### src/rtl/core/shb_pkg.sv
// Shared types, codes and fixed widths of the spatial hash bucket table.
package shb_pkg;

	localparam int COORD_W = 16;
	localparam int ENT_W   = 16;

	localparam logic [1:0] MODE_MOVE   = 2'd0;
	localparam logic [1:0] MODE_DELETE = 2'd1;
	localparam logic [1:0] MODE_QUERY  = 2'd2;

	localparam logic [1:0] STAT_DONE = 2'd0;
	localparam logic [1:0] STAT_SAME = 2'd1;
	localparam logic [1:0] STAT_FULL = 2'd2;
	localparam logic [1:0] STAT_SLOT = 2'd3;

	// Order in which the four coordinates pass through the remainder unit.
	localparam logic [1:0] CRD_PX = 2'd0;
	localparam logic [1:0] CRD_PY = 2'd1;
	localparam logic [1:0] CRD_NX = 2'd2;
	localparam logic [1:0] CRD_NY = 2'd3;

	typedef struct packed {
		logic        [1:0]         mode;
		logic        [ENT_W-1:0]   entity_id;
		logic signed [COORD_W-1:0] prev_x;
		logic signed [COORD_W-1:0] prev_y;
		logic signed [COORD_W-1:0] pos_x;
		logic signed [COORD_W-1:0] pos_y;
	} req_t;

	typedef struct packed {
		logic [1:0]       status;
		logic [ENT_W-1:0] slot_entity;
		logic             slot_used;
		logic             last;
	} rsp_t;

	typedef enum logic [3:0] {
		ST_CLEAR,
		ST_IDLE,
		ST_HASH,
		ST_RD_OLD,
		ST_WR_OLD,
		ST_RD_NEW,
		ST_WR_NEW,
		ST_QUERY,
		ST_RESP
	} shb_state_t;

endpackage

### src/rtl/core/shb_rem_unit.sv
// Shared unit that maps a signed coordinate to abs(c rem GRID_SIZE).
module shb_rem_unit #(
	parameter int GRID_SIZE = 16
) (
	input  logic                                clk,
	input  logic                                arst_n,
	input  logic                                start,
	input  logic signed [shb_pkg::COORD_W-1:0]  coord,
	output logic                                busy,
	output logic                                done,
	output logic [$clog2(GRID_SIZE)-1:0]        rem
);

	localparam int HW = $clog2(GRID_SIZE);
	localparam int CW = shb_pkg::COORD_W;
	localparam int PW = 2 * CW;
	// Rounded-down reciprocal; the quotient taken from it is low by at most one.
	localparam logic [CW-1:0] RECIP = CW'((1 << CW) / GRID_SIZE);
	localparam logic [CW-1:0] G_C   = CW'(GRID_SIZE);

	logic          busy_q;
	logic          done_q;
	logic          fix_q;
	logic [CW-1:0] mag_q;
	logic [PW-1:0] prod_q;
	logic [HW-1:0] rem_q;
	logic [CW-1:0] mag_start;
	logic [CW-1:0] quo;
	logic [CW-1:0] rem_est;
	logic [CW-1:0] rem_fix;

	// Truncating remainder keeps the dividend's sign, so its magnitude is
	// the remainder of the magnitude.
	assign mag_start = coord[CW-1] ? (~coord + 1'b1) : coord;

	// After the multiply, the remainder from the estimated quotient lies below twice the
	// grid size, so one compare and subtract corrects it.
	assign quo     = prod_q[PW-1:CW];
	assign rem_est = mag_q - quo * G_C;
	assign rem_fix = (rem_est >= G_C) ? (rem_est - G_C) : rem_est;

	always_ff @(posedge clk or negedge arst_n) begin
		if (!arst_n) begin
			busy_q <= 1'b0;
			done_q <= 1'b0;
			fix_q  <= 1'b0;
		end else begin
			done_q <= 1'b0;
			if (start) begin
				busy_q <= 1'b1;
				fix_q  <= 1'b0;
			end else if (busy_q) begin
				fix_q <= 1'b1;
				if (fix_q) begin
					busy_q <= 1'b0;
					done_q <= 1'b1;
				end
			end
		end
	end

	always_ff @(posedge clk) begin
		if (start) begin
			mag_q <= mag_start;
		end
		if (busy_q && !fix_q) begin
			prod_q <= PW'(mag_q) * PW'(RECIP);
		end
		if (busy_q && fix_q) begin
			rem_q <= rem_fix[HW-1:0];
		end
	end

	assign busy = busy_q;
	assign done = done_q;
	assign rem  = rem_q;

endmodule

### config.mk
export PLATFORM = sky130hd
export DESIGN_NAME = shb_rem_unit
export DESIGN_NICKNAME = d
export VERILOG_FILES = /design/src/rtl/core/shb_pkg.sv /design/src/rtl/core/shb_rem_unit.sv
export SDC_FILE = /design/constraint.sdc
export NUM_CORES = 1
export LEC_CHECK = 0
export CAP_MARGIN = 5
export CELL_PAD_IN_SITES_DETAIL_PLACEMENT = 0
export CELL_PAD_IN_SITES_GLOBAL_PLACEMENT = 1
export CORE_AREA = 2 2 39 41
export CTS_BUF_LIST = sky130_fd_sc_hd__clkbuf_16
export DETAILED_ROUTE_END_ITERATION = 8
export DIE_AREA = 0 0 41 43
export DONT_BUFFER_PORTS = 1
export PLACE_DENSITY = 0.64
export SLEW_MARGIN = 40
export SYNTH_ARGS = -nofsm -noshare
export SYNTH_HDL_FRONTEND = slang
export SYNTH_SLANG_ARGS = --single-unit
### constraint.sdc
create_clock -name clk -period 1 [get_ports clk]
set_input_delay 0.2 -clock clk [delete_from_list [all_inputs] [get_ports clk]]
set_output_delay 0.2 -clock clk [all_outputs]
set_load 0.02 [all_outputs]
==> results.ini <==
[cells_and_area]
antennaDiodeCount = 0
stdcell_area_sq_um = 533
fin_nets = 53
multi_input_area_sq_um = 85.1
syn_to_final_growth_pct = 29.5
drive_above_1_share_pct = 18.8
mostFrequentLayoutCells = edfxtp_1, inv_1, clkbuf_16
final_util_pct = 38.5
final_common_cell = edfxtp_1
layout.cells.non_filler = 48
seqCellArea_sq_um = 317
nFillCells = 137

[routing]
totalWireLength_um = 611
drc_errors = 0
first_pass_iters = 4
routedWlPerCell_um = 12.7
antenna_left = 0
vias_per_cell = 4.46
vias = 214
drt-initial-drc-count = 3

[power_and_ir_drop]
power_leakage_nw = 0.215
peakVddDrop_mv = 0.732
power_density_nw_per_um2 = 2520
p_total_mw = 1.34

[setup_path]
cpPeakStageDelay_ns = 0.40
crit_path_end_kind = primary output
timing.rr.end = rem[2]$_DFFE_PP_
ff2ff_path_depth = 1
reg2reg_slack_ns = 0.09
cp_cell_sequence = buf_6
path_max_fanout = 3
crit_buf_inv = 1
critical-path-top-delay-family = flip-flops
crit_type = reg -> out
critPathLaunchType = flip-flop
slowest_stage = dfrtp_2
worstPathRequired_ns = 0.80
arrival_ns = 0.78
r2r-start = fix_q$_DFFE_PN0P_

[global_routing]
grt_max_degree = 8
grt_usage_pct = 9.49
grt_pass1_vias = 208
grt_antenna_before_repair = 0
grt_pass1_wl_um = 993
overflow = 0

[logic_synthesis]
yosysSeqAreaShare_pct = 76.6
synth_cells = 26
yosysWarnings = 0
postSynthAreaPerCell_sq_um = 15.8
synth.cell_area_sq_um = 412
synth_seq_cells = 11
synth_cell_types = 13
syn_nets = 46

[floorplan]
die_w_um = 41
die-area_sq_um = 1760
start_util_pct = 29.7
die_y_um = 43
fp-row-count = 14
core_area_sq_um = 1380
io_pins = 25

[timing]
hold_violations = 0
max_freq_mhz = 1030
rsz0062_at_grt = no
post-route-period-util_pct = 97.5
relSlewSlack_pct = 86.3
setup_viol = 0
worst_slew_pin_slew_ns = 0.205
fin_crit_ns = 0.975
clock_skew_ns = 0.00283
slew_viol_final = 0
setup_tns_ns = 0

[hold_path]
hold_class = in -> reg
hp-start = start
holdPathEnd = done$_DFF_PN0_
min_path_cells = 1

[clock_network]
ctsHtreeMaxLevel = 1
cts_tree = built
clk_latency_ns = 0.24
clk_pin_slew_worst_paths_ns = 0.04
clock-root-buffer = clkbuf_16
cts.sinks = 11
cts_buffers = 3
cts.path.max_buffers = 2

[run]
drv_cap = 0

[outcome]
outcome = complete, no violations

[placement]
dp_cells = 43
place.gp.congestion = 0.568
place_hpwl_um = 459
portBuffers = 0
dpl_cell_area_sq_um = 440

-- layer usage --
| layer | vias up | wire [um] | track usage (%) |
|---|---|---|---|
| met5 | - | 0 | 0 |
| met4 | 0 | 8 | 12.0 |
| met3 | 2 | 50 | 3.66 |
| met2 | 14 | 328 | 11.9 |
| met1 | 99 | 224 | 10.2 |
| li1 | 99 | - | - |
-- area by class of cell --
cell class,count,area share (%)
clock buffers,3,14.1
inverters,3,2.11
multi-input cells,12,16.0
well taps,16,3.76
flip-flops and latches,11,59.4
clock inverters,1,0.704
repair buffers,2,3.99
-- per-stage QoR --
stage	worst slack [ns]	hold WS [ns]
after floorplan	0.0571	-0.0956
after global placement	0.0902	-0.0955
after detailed placement	0.0503	-0.0955
after CTS	0.00476	0.0227
after global routing	0.00370	0.0234
final	0.0249	0.0244
-- registers in the layout, summed over array words and instances (netlist names) --
| name | cells |
|---|---|
| mag_q | 4 |
| rem | 4 |
| busy | 1 |
| done | 1 |
| fix_q | 1 |
-- cell usage after synthesis --
library cell	n	area, sq um
edfxtp_1	8	240
o31ai_2	1	12.5
nand2_1	1	3.75
dfrtp_1	3	75.1
o21ai_0	1	5.00
nand2b_1	1	6.26
inv_1	3	11.3
ha_1	1	12.5
xnor2_1	2	17.5
and2_1	1	6.26
nor2b_1	1	6.26
a21o_1	1	7.51
nor2_1	2	7.51
-- cell families after synthesis --
kind of cell    count (synthesis)  share of synthesized area [%]
compound gates                  3                           6.08
xor+xnor                        2                           4.26
fa+ha+maj                       1                           3.04
buf+inv                         3                           2.74
flops                          11                           76.6
simple gates                    6                           7.30
-- where the power goes --
| part | total [mW] | internal [mW] | switching (mW) |
|---|---|---|---|
| Sequential | 0.575 | 0.542 | 0.0328 |
| Clock | 0.711 | 0.524 | 0.187 |
| Combinational | 0.0564 | 0.0283 | 0.0281 |
| Total | 1.34 | 1.09 | 0.248 |
-- repair_timing --
action	in CTS	in global routing
endpoints found under the setup margin	0	1
endpoints found under the hold margin	3	0
buffers inserted	0	0
hold buffers	1	0
gates resized for setup	0	1
-- how the worst max path moves through the flow --
stage                              start                 end  slack (ns)  cells after the start
after floorplan           busy$_DFF_PN0_    rem[0]$_DFFE_PP_        0.06                      1
after global placement          coord[0]  mag_q[2]$_DFFE_PP_        0.09                      4
after detailed placement        coord[0]  mag_q[2]$_DFFE_PP_        0.05                      4
after CTS                 busy$_DFF_PN0_                busy       0.005                      1
after global routing      busy$_DFF_PN0_                busy       0.004                      1
final                     busy$_DFF_PN0_                busy        0.02                      1
Note: power is estimated with default switching activity, not from simulation.
